[src/rtl/fnvmix_pkg.sv]
// Shared constants and combinational functions of the FNV-1a hash with final mix.
package fnvmix_pkg;

	localparam int unsigned HashWidth = 32;
	localparam int unsigned ByteWidth = 8;

	localparam logic [HashWidth-1:0] FNV_PRIME = 32'd16777619;
	localparam logic [HashWidth-1:0] FNV_BASIS = 32'd2166136261;

	localparam int unsigned MIX_SHL_A = 13;
	localparam int unsigned MIX_SHR_A = 7;
	localparam int unsigned MIX_SHL_B = 3;
	localparam int unsigned MIX_SHR_B = 17;
	localparam int unsigned MIX_SHL_C = 5;

	// The prime is 2^24 + 2^8 + 0x93, so the product is a sum of shifted copies.
	function automatic logic [HashWidth-1:0] fnv_step(
		input logic [HashWidth-1:0] h,
		input logic [ByteWidth-1:0] b
	);
		logic [HashWidth-1:0] x;
		x = h ^ {{(HashWidth-ByteWidth){1'b0}}, b};
		return (x << 24) + (x << 8) + (x << 7) + (x << 4) + (x << 1) + x;
	endfunction

	function automatic logic [HashWidth-1:0] mix_front(input logic [HashWidth-1:0] h);
		logic [HashWidth-1:0] t;
		t = h + (h << MIX_SHL_A);
		t = t ^ (t >> MIX_SHR_A);
		t = t + (t << MIX_SHL_B);
		return t;
	endfunction

	function automatic logic [HashWidth-1:0] mix_back(input logic [HashWidth-1:0] h);
		logic [HashWidth-1:0] t;
		t = h ^ (h >> MIX_SHR_B);
		t = t + (t << MIX_SHL_C);
		return t;
	endfunction

endpackage

[src/rtl/fnvmix_in_if.sv]
// Message byte channel: one byte per request with a last-byte flag.
interface fnvmix_in_if;
	logic                                   valid;
	logic                                   ready;
	logic [fnvmix_pkg::ByteWidth-1:0]       data_byte;
	logic                                   last_byte;

	modport source (output valid, output data_byte, output last_byte, input ready);
	modport sink   (input valid, input data_byte, input last_byte, output ready);
endinterface

[src/rtl/fnvmix_out_if.sv]
// Hash result channel: one finished 32-bit hash per request.
interface fnvmix_out_if;
	logic                                   valid;
	logic                                   ready;
	logic [fnvmix_pkg::HashWidth-1:0]       hash_value;

	modport source (output valid, output hash_value, input ready);
	modport sink   (input valid, input hash_value, output ready);
endinterface

[src/rtl/fnvmix_core.sv]
// Running FNV-1a state and the stage that hands a finished message hash to the mixer.
module fnvmix_core (
	input  logic                              clk,
	input  logic                              arst_n,
	input  logic                              in_valid,
	output logic                              in_ready,
	input  logic [fnvmix_pkg::ByteWidth-1:0]  data_byte,
	input  logic                              last_byte,
	output logic                              s1_valid,
	input  logic                              s1_ready,
	output logic [fnvmix_pkg::HashWidth-1:0]  s1_hash
);

	logic [fnvmix_pkg::HashWidth-1:0] hash_q;
	logic [fnvmix_pkg::HashWidth-1:0] hash_next;
	logic [fnvmix_pkg::HashWidth-1:0] hash_s1;
	logic                             valid_s1;
	logic                             accept;

	assign in_ready  = !valid_s1 || s1_ready;
	assign accept    = in_valid && in_ready;
	assign hash_next = fnvmix_pkg::fnv_step(hash_q, data_byte);

	always_ff @(posedge clk or negedge arst_n) begin
		if (!arst_n) begin
			hash_q   <= fnvmix_pkg::FNV_BASIS;
			valid_s1 <= 1'b0;
		end else begin
			if (accept) begin
				// A last byte closes the message and restarts the state at the basis.
				hash_q <= last_byte ? fnvmix_pkg::FNV_BASIS : hash_next;
			end
			if (accept && last_byte) begin
				valid_s1 <= 1'b1;
			end else if (s1_ready) begin
				valid_s1 <= 1'b0;
			end
		end
	end

	always_ff @(posedge clk) begin
		if (accept && last_byte) begin
			hash_s1 <= hash_next;
		end
	end

	assign s1_valid = valid_s1;
	assign s1_hash  = hash_s1;

endmodule

[src/rtl/fnvmix_mix.sv]
// Two-stage final avalanche mix; the second stage is the output register.
module fnvmix_mix (
	input  logic                              clk,
	input  logic                              arst_n,
	input  logic                              s1_valid,
	output logic                              s1_ready,
	input  logic [fnvmix_pkg::HashWidth-1:0]  s1_hash,
	output logic                              out_valid,
	input  logic                              out_ready,
	output logic [fnvmix_pkg::HashWidth-1:0]  hash_value
);

	logic [fnvmix_pkg::HashWidth-1:0] hash_s2;
	logic                             valid_s2;
	logic [fnvmix_pkg::HashWidth-1:0] hash_q;
	logic                             valid_q;
	logic                             out_room;
	logic                             s2_room;

	assign out_room = !valid_q || out_ready;
	assign s2_room  = !valid_s2 || out_room;
	assign s1_ready = s2_room;

	always_ff @(posedge clk or negedge arst_n) begin
		if (!arst_n) begin
			valid_s2 <= 1'b0;
			valid_q  <= 1'b0;
		end else begin
			if (s2_room) begin
				valid_s2 <= s1_valid;
			end
			if (out_room) begin
				valid_q <= valid_s2;
			end
		end
	end

	always_ff @(posedge clk) begin
		if (s2_room && s1_valid) begin
			hash_s2 <= fnvmix_pkg::mix_front(s1_hash);
		end
		if (out_room && valid_s2) begin
			hash_q <= fnvmix_pkg::mix_back(hash_s2);
		end
	end

	assign out_valid  = valid_q;
	assign hash_value = hash_q;

endmodule

[src/rtl/fnv1a_hash_with_final_mix.sv]
// Top level of the FNV-1a 32-bit byte-stream hash with a final avalanche mix.
//
// The msg channel takes one message byte per request, with last_byte set on
// the final byte of each message. Every byte updates a running hash that
// starts at the FNV offset basis; the byte marked last closes the message,
// and the hash channel then delivers one 32-bit hash_value for it. Bytes not
// marked last produce no result.
// Throughput is one byte per cycle while msg.ready is high, since each accepted
// byte updates the running hash register directly (xor plus a constant multiply built from shifted adds).
// A result passes through the hand-off stage, which loads at the edge that
// accepted its last byte, and then through two mix stages, the last of which
// is the output register.
// When the receiver stalls, the mix pipeline fills; msg.ready stays high until
// the hand-off stage also holds a waiting hash, so up to three results can be
// buffered while bytes keep flowing.
// Reset clears all valid flags and sets the running hash to the offset basis.
module fnv1a_hash_with_final_mix (
	input  logic         clk,
	input  logic         arst_n,
	fnvmix_in_if.sink    msg,
	fnvmix_out_if.source hash
);

	logic                             s1_valid;
	logic                             s1_ready;
	logic [fnvmix_pkg::HashWidth-1:0] s1_hash;

	fnvmix_core u_core (
		.clk       (clk),
		.arst_n    (arst_n),
		.in_valid  (msg.valid),
		.in_ready  (msg.ready),
		.data_byte (msg.data_byte),
		.last_byte (msg.last_byte),
		.s1_valid  (s1_valid),
		.s1_ready  (s1_ready),
		.s1_hash   (s1_hash)
	);

	fnvmix_mix u_mix (
		.clk        (clk),
		.arst_n     (arst_n),
		.s1_valid   (s1_valid),
		.s1_ready   (s1_ready),
		.s1_hash    (s1_hash),
		.out_valid  (hash.valid),
		.out_ready  (hash.ready),
		.hash_value (hash.hash_value)
	);

	// A request that carries the last byte always shows up in the hand-off stage.
	a_last_to_s1: assert property (@(posedge clk) disable iff (!arst_n)
		(msg.valid && msg.ready && msg.last_byte) |=> s1_valid)
		else $error("last byte accepted but no hash handed to the mixer");

	// The byte channel only backs up when the hand-off stage is full and blocked.
	a_ready_cause: assert property (@(posedge clk) disable iff (!arst_n)
		!msg.ready |-> (s1_valid && !s1_ready))
		else $error("byte channel stalled without a blocked hand-off stage");

	// The mixer can only refuse a hash while the output holds an untaken result.
	a_mix_stall: assert property (@(posedge clk) disable iff (!arst_n)
		!s1_ready |-> (hash.valid && !hash.ready))
		else $error("mixer refused a hash while the output was free");

	// A blocked hand-off keeps its hash until the mixer takes it.
	a_s1_hold: assert property (@(posedge clk) disable iff (!arst_n)
		(s1_valid && !s1_ready) |=> (s1_valid && $stable(s1_hash)))
		else $error("hand-off hash changed while stalled");

endmodule
[src/flat_wrapper.sv]
// flat-port wrapper written by rule: the top's interface ports become plain ports
module fnv1a_hash_with_final_mix_flat 
  (clk, arst_n, msg_valid, msg_data_byte, msg_last_byte, msg_ready, hash_valid, hash_hash_value, hash_ready);
  fnvmix_in_if msg_i ();
  fnvmix_out_if hash_i ();
  input  logic clk;
  input  logic arst_n;
  input wire logic [$bits(msg_i.valid)-1:0] msg_valid;
  input wire logic [$bits(msg_i.data_byte)-1:0] msg_data_byte;
  input wire logic [$bits(msg_i.last_byte)-1:0] msg_last_byte;
  output wire logic [$bits(msg_i.ready)-1:0] msg_ready;
  output wire logic [$bits(hash_i.valid)-1:0] hash_valid;
  output wire logic [$bits(hash_i.hash_value)-1:0] hash_hash_value;
  input wire logic [$bits(hash_i.ready)-1:0] hash_ready;
  assign msg_i.valid = msg_valid;
  assign msg_i.data_byte = msg_data_byte;
  assign msg_i.last_byte = msg_last_byte;
  assign msg_ready = msg_i.ready;
  assign hash_valid = hash_i.valid;
  assign hash_hash_value = hash_i.hash_value;
  assign hash_i.ready = hash_ready;
  fnv1a_hash_with_final_mix u_core (.clk(clk), .arst_n(arst_n), .msg(msg_i), .hash(hash_i));
endmodule
[config.mk]
export PLATFORM = sky130hd
export DESIGN_NAME = fnv1a_hash_with_final_mix_flat
export DESIGN_NICKNAME = d
export VERILOG_FILES = /design/src/rtl/fnvmix_pkg.sv /design/src/rtl/fnvmix_in_if.sv /design/src/rtl/fnvmix_out_if.sv /design/src/rtl/fnvmix_core.sv /design/src/rtl/fnvmix_mix.sv /design/src/rtl/fnv1a_hash_with_final_mix.sv /design/src/flat_wrapper.sv
export SDC_FILE = /design/constraint.sdc
export NUM_CORES = 1
export LEC_CHECK = 0
export BUFFER_PORTS_ARGS = -buffer_cell sky130_fd_sc_hd__buf_2
export CAP_MARGIN = 10
export CORE_ASPECT_RATIO = 1.5
export CORE_MARGIN = 3
export CORE_UTILIZATION = 51
export CTS_CLUSTER_DIAMETER = 150
export CTS_CLUSTER_SIZE = 28
export DETAILED_ROUTE_END_ITERATION = 6
export GPL_TIMING_DRIVEN = 0
export PLACE_DENSITY_LB_ADDON = 0.3
export SYNTH_ARGS = -nofsm -noshare
export SYNTH_HDL_FRONTEND = slang
export SYNTH_HIERARCHICAL = 1
export SYNTH_SLANG_ARGS = --single-unit
[constraint.sdc]
create_clock -name clk -period 9.3 [get_ports clk]
set_clock_uncertainty 0.1 [all_clocks]
set_input_delay 1.395 -clock clk [delete_from_list [all_inputs] [get_ports clk]]
set_output_delay 1.395 -clock clk [all_outputs]
set_load 0.01 [all_outputs]
==> impl_metrics.json, run 1 <==
{
  "avgSynthCellArea_um2": 10.1,
  "drv_cap": 0,
  "drc": 0,
  "crit_slowest_cell": "xnor2_1",
  "grt_pass1_vias": 9939,
  "crit_path_cell_trace": "buf_2 -> xnor2_1 -> inv_1 -> fa_1 -> inv_1 -> fa_1 -> inv_1 -> ha_1 -> ha_1 -> a21oi_2 -> nand2_1 -> o21ai_1 -> nand2_1 -> a21oi_2 -> o21ai_1 -> xnor2_1",
  "crit_path_end_kind": "flop",
  "place_congestion": 0.931,
  "grt_max_degree": 36,
  "initial_core_util_pct": 52.5,
  "grt_usage_pct": 24.7,
  "synthArstFlopShare_pct": 26.7,
  "cts_inserted_buffers": 17,
  "final_common_cell": "inv_1",
  "die_w_um": 134,
  "finalSetupViolations": 0,
  "synth_area_mm2": 0.0126,
  "initialDrtViolationCount": 517,
  "cts_root_buffer": "clkbuf_16",
  "fin_tns_setup_ns": 0,
  "relSlewSlack_pct": 23.1,
  "hp-class": "reg2reg",
  "crit_arrival_ns": 6.09,
  "hold_viol": 0,
  "dp_hpwl_mm": 26.1,
  "rows": 69,
  "globalRouteMet3Util_pct": 3.39,
  "synth_ff_type": "edfxtp_1",
  "path_clk_slew_ns": 0.06,
  "use_met1_pct": 23.0,
  "die_area_mm2": 0.0267,
  "pre_cts_ws_ns": 2.91,
  "ant_nets": 0,
  "ys_types": 85,
  "mostFrequentLayoutCells": "inv_1 (155), ha_1 (131), edfxtp_1 (96)",
  "crit_path_max_fanout": 5,
  "slew_viol_final": 0,
  "cts_buffer_depth": 2,
  "area_delta_synth_final_pct": 10.5,
  "wirelength_mm": 31.4,
  "syn_nets": 1475,
  "rsz0062_at_grt": "false",
  "portBuffers": 46,
  "crit_required_ns": 9.37,
  "num-fill-cells": 2097,
  "worst_pin_slew_ns": 1.15,
  "ctsResizeCount": 0,
  "fin_crit_ns": 6.01,
  "cts-hold-fix-buffers": 0,
  "die_h_um": 199,
  "use_met2_pct": 48.4,
  "crit_top_cell": "inv_1",
  "cpPeakStageDelay_ns": 0.73,
  "grt_pass1_wl_mm": 50.5,
  "outcome": "finished, final reports clean",
  "startpoint_type": "input port",
  "worstSkewPairLatency_ns": 0.44,
  "synth-edff-count": 96,
  "via_per_inst": 5.72,
  "htreeDepth": 4,
  "antenna_found_initial": 0,
  "multi_input_area_mm2": 0.00811,
  "grt-ovfl-total": 0,
  "io_pins": 47,
  "vias": 9438,
  "antenna-diode-count": 0,
  "cts_setup_buffers": 0,
  "yosysWarnings": 6,
  "drive_above_1_share_pct": 10.6,
  "synthCells": 1250,
  "coreArea_mm2": 0.0240,
  "ys_seq_area_share_pct": 30.0,
  "firstDrtPassIters": 5,
  "cts_tree": "done",
  "finalCritPeriodShare_pct": 64.7,
  "criticalPathCategory": "in2reg",
  "grt.busiest_layer": "met2",
  "layout.nets": 1543,
  "fin_ws_ns": 3.29,
  "post_drt_wl_per_cell_um": 19.0,
  "seq_area_mm2": 0.00378,
  "max_freq_mhz": 166,
  "yosys_register_bits": 131,
  "cts.sinks": 131
}
## worst max-delay path: cells and delay by family
family          cells  cell delay [ns]
fa+ha+maj           4             1.75
xor+xnor            2             0.89
buf+inv             4             0.43
simple gates        2             0.40
compound gates      4             1.24
## Yosys cell counts, types with 4 or more instances
master,number,area (um2)
and3_1,10,62.6
a2bb2oi_1,5,43.8
nor3b_1,4,30.0
clkbuf_1,10,37.5
a22o_1,6,52.6
nand3b_1,9,67.6
or3_1,7,43.8
o211a_1,5,50.1
o21a_1,20,150
dfstp_2,14,368
o22ai_1,4,25.0
nand2_1,71,267
xor2_1,71,622
a211o_1,5,43.8
a21boi_0,4,30.0
nor2_1,58,218
fa_1,81,1620
edfxtp_1,96,2880
nor2b_1,9,56.3
a21o_1,41,308
dfrtp_1,21,526
o21ai_0,49,245
a31oi_1,8,50.1
inv_1,155,582
nand2b_1,17,106
o21ai_1,12,60.1
o31ai_1,5,37.5
nand3_1,25,125
nand4_1,9,56.3
o211ai_1,4,30.0
a21oi_2,5,43.8
nor3_1,11,55.1
a21oi_1,81,405
a221oi_1,7,61.3
and2_1,11,68.8
xnor2_1,75,657
buf_2,9,45.0
a211oi_1,10,75.1
o21bai_1,9,67.6
o2111ai_1,4,35.0
ha_1,131,1640
## routing by layer
metal	share of wire, %	routed length, um	vias to the layer above
met3	3.2	989	120
met1	33	10400	4544
met2	56	17500	236
met4	8.1	2540	0
met5	0	0	-
li1	-	-	4538
## registers in the layout, indices dropped and copies added (netlist names)
signal	cells
u_core/u_core/hash_q	32
u_core/u_core/s1_hash	32
u_core/u_core/s1_valid	1
u_core/u_mix/hash_s2	32
u_core/u_mix/hash_value	32
u_core/u_mix/out_valid	1
u_core/u_mix/valid_s2	1
## logic make-up after synthesis
kind of cell,synth area share (%)
AOI/OAI and AO/OA,17.7
xor gates and xnor gates,10.1
adders and majority gates,25.9
buffers and inverters,5.68
DFF,30.0
and+or+nand+nor,10.7
## metrics by stage
step | area (um2) | cells | utilization, % | hold WS (ns)
detailed placement | 13300 | 1617 | 55.4 | 0.353
finish | 13900 | 1650 | 58.0 | 0.361
floorplan | 12600 | 1250 | - | 0.341
global route | 13900 | 1650 | 58.0 | 0.394
global placement | 13200 | 1615 | 55.1 | 0.348
CTS | 13900 | 1649 | 57.9 | 0.362
## cell type report
type | instances | area share (%)
Multi-Input combinational cell | 939 | 58.3
Sequential cell | 131 | 27.1
Inverter | 155 | 4.18
Clock buffer | 17 | 3.06
Tap cell | 319 | 2.87
Timing Repair Buffer | 49 | 2.25
Clock inverter | 15 | 1.31
Buffer | 25 | 0.962
## path summary, 6_finish.rpt
kind                            slack [ns]  cells past startpoint                      start                        end
worst max-delay path                  3.29                     16           msg_data_byte[1]  u_core/u_core/s1_hash[31]
worst min-delay path                  0.36                      2    u_core/u_core/hash_q[2]    u_core/u_core/hash_q[2]
worst max register to register        3.95                     19  u_core/u_core/s1_hash[13]   u_core/u_mix/hash_s2[31]
worst min register to register        0.36                      2    u_core/u_core/hash_q[2]    u_core/u_core/hash_q[2]
max in group asynchronous             7.59                      1                     arst_n    u_core/u_core/hash_q[4]
min in group asynchronous             0.95                      1                     arst_n     u_core/u_mix/out_valid
Power of run 1 is left out: the tool's default activity adds up to more than one toggle a clock period on the data nets, which glitch-free logic cannot reach.
==> run 2, diff against run 1 <==
- clock period: 9.3 -> 5.9 ns (I/O delays scaled with it)
==> impl_metrics.json, run 2 (synthesized netlist as in run 1, its figures left out) <==
{
  "die_w_um": 134,
  "crit_top_cell": "inv_1",
  "firstDrtPassIters": 5,
  "top_layer": "met4",
  "mostFrequentLayoutCells": "inv_1 (155), ha_1 (131), edfxtp_1 (96)",
  "crit_slowest_cell": "xor2_1",
  "crit_required_ns": 5.99,
  "r2r-start": "u_core/u_core/s1_hash[13]",
  "coreArea_mm2": 0.0240,
  "hp-class": "reg2reg",
  "crit_path_cell_trace": "buf_2 -> xor2_1 -> inv_1 -> fa_1 -> inv_1 -> fa_1 -> inv_1 -> fa_1 -> inv_1 -> ha_1 -> and2_1 -> and4_4 -> a221oi_1 -> o21ai_0 -> or3_1 -> and2_1",
  "hold_end": "u_core/u_core/hash_q[2]",
  "crit_path_end_kind": "flop",
  "criticalPathCategory": "in2reg",
  "grt_pass1_wl_mm": 50.6,
  "io_pins": 47,
  "drc": 0,
  "slew_viol_final": 0,
  "finalSetupViolations": 0,
  "crit_family": "adder cells",
  "grt_usage_pct": 24.7,
  "fin_tns_setup_ns": 0,
  "grt-ovfl-total": 0,
  "crit_arrival_ns": 5.59,
  "fin_crit_ns": 5.50,
  "cts_root_buffer": "clkbuf_16",
  "via_per_inst": 5.73,
  "initial_core_util_pct": 52.5,
  "die_area_mm2": 0.0267,
  "worst_hold_startpoint": "u_core/u_core/hash_q[2]",
  "area_delta_synth_final_pct": 10.5,
  "met2_length_mm": 17.4,
  "dp_hpwl_mm": 26.1,
  "post_drt_wl_per_cell_um": 19.0,
  "place_congestion": 0.931,
  "dr_wl_met3_um": 934,
  "ant_nets": 0,
  "worst_pin_slew_ns": 1.16,
  "rows": 69,
  "drv_cap": 0,
  "die_h_um": 199,
  "relSlewSlack_pct": 22.1,
  "cpPeakStageDelay_ns": 0.74,
  "antenna_found_initial": 0,
  "max_freq_mhz": 182,
  "cts.sinks": 131,
  "wirelength_mm": 31.3,
  "grt_max_degree": 36,
  "path_clk_slew_ns": 0.06,
  "startpoint_type": "input port",
  "ctsResizeCount": 0,
  "r2r_end": "u_core/u_mix/hash_s2[31]",
  "rrSetupSlack_ns": 0.52,
  "finalCritPeriodShare_pct": 93.2,
  "hold_viol": 0,
  "cp.buffers_inverters": 5,
  "vias": 9454,
  "drt-met1-wl_mm": 10.4,
  "initialDrtViolationCount": 478,
  "rsz0062_at_grt": "false",
  "cts_tree": "done",
  "ff2ff_path_depth": 19,
  "cts_buffer_depth": 2,
  "holdPathStages": 2,
  "worstSkewPairLatency_ns": 0.44,
  "cts_setup_buffers": 0,
  "cts-hold-fix-buffers": 0,
  "grt_pass1_vias": 9937,
  "cts_inserted_buffers": 17,
  "crit_path_max_fanout": 9,
  "drive_above_1_share_pct": 10.6,
  "portBuffers": 46,
  "layout.nets": 1543,
  "final_common_cell": "inv_1",
  "antenna-diode-count": 0,
  "outcome": "finished, final reports clean",
  "htreeDepth": 4
}
==> run 2: cell counts in the layout (fill, tap and decap cells not counted) <==
No cell type changed its count.
==> run 2: tightest hold or removal path: stages (launching register included) <==
cell     delay, ns
dfstp_2       0.37
nand2_1       0.05
nand2_1       0.04
==> run 2: layout make-up <==
class,instances,area (um2)
fillers,2097,10100
flip-flops and latches,131,3780
inverters,155,582
multi-input cells,939,8110
repair buffers,49,313
clock buffers,17,425
plain buffers,25,134
well taps,319,399
clock inverters,15,183
==> run 2: worst max-delay path by stage <==
stage	end	slack, ns	startpoint	cells after the start
2_1_floorplan	u_core/u_core/s1_hash[30]	0.88	msg_data_byte[3]	15
3_3_place_gp	u_core/u_core/s1_hash[31]	0.04	msg_data_byte[1]	16
3_5_place_dp	u_core/u_core/s1_hash[30]	0.02	msg_data_byte[3]	16
4_1_cts	u_core/u_core/s1_hash[31]	0.44	msg_data_byte[1]	16
5_1_grt	u_core/u_core/s1_hash[30]	0.18	msg_data_byte[3]	16
6_report	u_core/u_core/s1_hash[30]	0.40	msg_data_byte[3]	16
==> run 2: through the flow <==
step	cell area (um2)	hold slack (ns)	setup slack, ns	instances	util (%)
2_1_floorplan	12600	0.341	0.884	1250	-
3_3_place_gp	13200	0.348	0.0376	1615	55.1
6_report	13900	0.361	0.400	1650	58.0
4_1_cts	13900	0.362	0.435	1649	57.9
3_5_place_dp	13300	0.353	0.0203	1617	55.4
5_1_grt	13900	0.394	0.180	1650	58.0
==> run 2: per-layer routing <==
| metal | track usage, % | up-vias |
|---|---|---|
| met3 | 3.47 | 114 |
| li1 | - | 4535 |
| met5 | 0 | - |
| met1 | 23.0 | 4572 |
| met2 | 48.5 | 233 |
| met4 | 17.1 | 0 |
Power of run 2 is left out for the same reason.
==> run 3, diff against run 2 <==
- CELL_PAD_IN_SITES_DETAIL_PLACEMENT: not set -> 2
- CELL_PAD_IN_SITES_GLOBAL_PLACEMENT: not set -> 2
- CORE_UTILIZATION: 51 -> 42
- HOLD_SLACK_MARGIN: not set -> 0.06
==> impl_metrics.json, run 3 (synthesized netlist as in run 1, its figures left out) <==
{
  "rsz0062_at_grt": "false",
  "use_met1_pct": 24.8,
  "outcome": "finished, final reports clean",
  "fin_crit_ns": 5.64,
  "cts_root_buffer": "clkbuf_16",
  "die_area_mm2": 0.0322,
  "via_per_inst": 5.80,
  "criticalPathCategory": "in2reg",
  "antenna-diode-count": 0,
  "ant_nets": 0,
  "dp_hpwl_mm": 35.6,
  "crit_arrival_ns": 5.72,
  "cts_buffer_depth": 2,
  "crit_path_end_kind": "flop",
  "drc": 0,
  "vias": 10019,
  "antenna_found_initial": 0,
  "cts.sinks": 131,
  "io_pins": 47,
  "startpoint_type": "input port",
  "mostFrequentLayoutCells": "inv_1 (155), ha_1 (131), edfxtp_1 (96)",
  "fin_tns_setup_ns": 0,
  "worstSkewPairLatency_ns": 0.45,
  "initialDrtViolationCount": 415,
  "hp-class": "reg2reg",
  "use_met2_pct": 57.0,
  "post_drt_wl_per_cell_um": 25.7,
  "cts_tree": "done",
  "worst_pin_slew_ns": 1.03,
  "cts-hold-fix-buffers": 0,
  "rrSetupSlack_ns": 0.29,
  "wirelength_mm": 44.5,
  "max_freq_mhz": 177,
  "placed_cells": 1694,
  "globalRouteMet3Util_pct": 3.07,
  "die_h_um": 218,
  "finalCritPeriodShare_pct": 95.5,
  "path_clk_slew_ns": 0.06,
  "finalSetupViolations": 0,
  "drive_above_1_share_pct": 10.6,
  "num-fill-cells": 3145,
  "grt.busiest_layer": "met2",
  "coreArea_mm2": 0.0295,
  "grt_usage_pct": 28.2,
  "instances_no_fill": 1727,
  "seq_area_mm2": 0.00378,
  "final_common_cell": "inv_1",
  "grt-ovfl-total": 0,
  "cts_setup_buffers": 0,
  "crit_path_max_fanout": 5,
  "firstDrtPassIters": 4,
  "grt_pass1_wl_mm": 68.0,
  "portBuffers": 46,
  "crit_required_ns": 5.99,
  "grt_max_degree": 36,
  "cts_inserted_buffers": 17,
  "drv_cap": 0,
  "htreeDepth": 4,
  "place_congestion": 0.887,
  "relSlewSlack_pct": 30.8,
  "layout.nets": 1544,
  "multi_input_area_mm2": 0.00813,
  "hold_viol": 0,
  "die_w_um": 147,
  "slew_viol_final": 0,
  "area_delta_synth_final_pct": 11.3,
  "rows": 77,
  "grt_pass1_vias": 11649,
  "initial_core_util_pct": 42.7
}
-- run 3: cell type report --
cell class / count / area share [%]
inverter: 155 / 4.15
clock buffer: 21 / 3.21
buffer: 25 / 0.954
timing repair buffer: 50 / 2.31
clock inverter: 11 / 0.963
sequential: 131 / 26.9
tap: 395 / 3.52
multi-input combinational: 939 / 58.0
-- run 3: through the flow --
step	worst slack (ns)	hold WS [ns]	utilization (%)	area [um2]
floorplan	0.884	0.341	-	12600
global placement	-0.00671	0.348	45.2	13300
detailed placement	-0.216	0.357	45.4	13400
CTS	0.127	0.366	47.4	14000
global route	0.00956	0.393	47.6	14000
finish	0.263	0.364	47.6	14000
-- run 3: worst paths after layout --
| check | startpoint | to | depth (start not counted) |
|---|---|---|---|
| min in group asynchronous | arst_n | u_core/u_core/hash_q[22] | 1 |
| max in group asynchronous | arst_n | u_core/u_mix/out_valid | 1 |
| worst min register to register | u_core/u_core/hash_q[6] | u_core/u_core/hash_q[6] | 2 |
| worst min-delay path | u_core/u_core/hash_q[6] | u_core/u_core/hash_q[6] | 2 |
| worst max register to register | u_core/u_core/s1_hash[13] | u_core/u_mix/hash_s2[31] | 18 |
| worst max-delay path | msg_data_byte[1] | u_core/u_core/s1_hash[31] | 16 |
-- run 3: worst max-delay path, stage by stage --
cell	delay, ns
buf_2	0.11
xnor2_1	0.79
inv_1	0.27
fa_1	0.57
inv_1	0.07
fa_1	0.51
inv_1	0.05
ha_1	0.30
ha_1	0.41
a21oi_2	0.27
nand2_1	0.13
o21ai_1	0.45
nand2_1	0.28
a21oi_2	0.32
o21ai_1	0.16
xnor2_1	0.15
-- run 3: timing repair --
item,4_1_cts,5_1_grt
hold endpoints to repair,0,0
gates resized for setup,0,3
setup endpoints to repair,0,2
-- run 3: layer usage --
metal | up-vias | part of all wire (%) | wire length (um)
met3 | 138 | 2.0 | 879
met1 | 5130 | 32 | 14000
met4 | 0 | 8.8 | 3910
met5 | - | 0 | 0
li1 | 4529 | - | -
met2 | 222 | 58 | 25600
Power of run 3 is left out for the same reason.
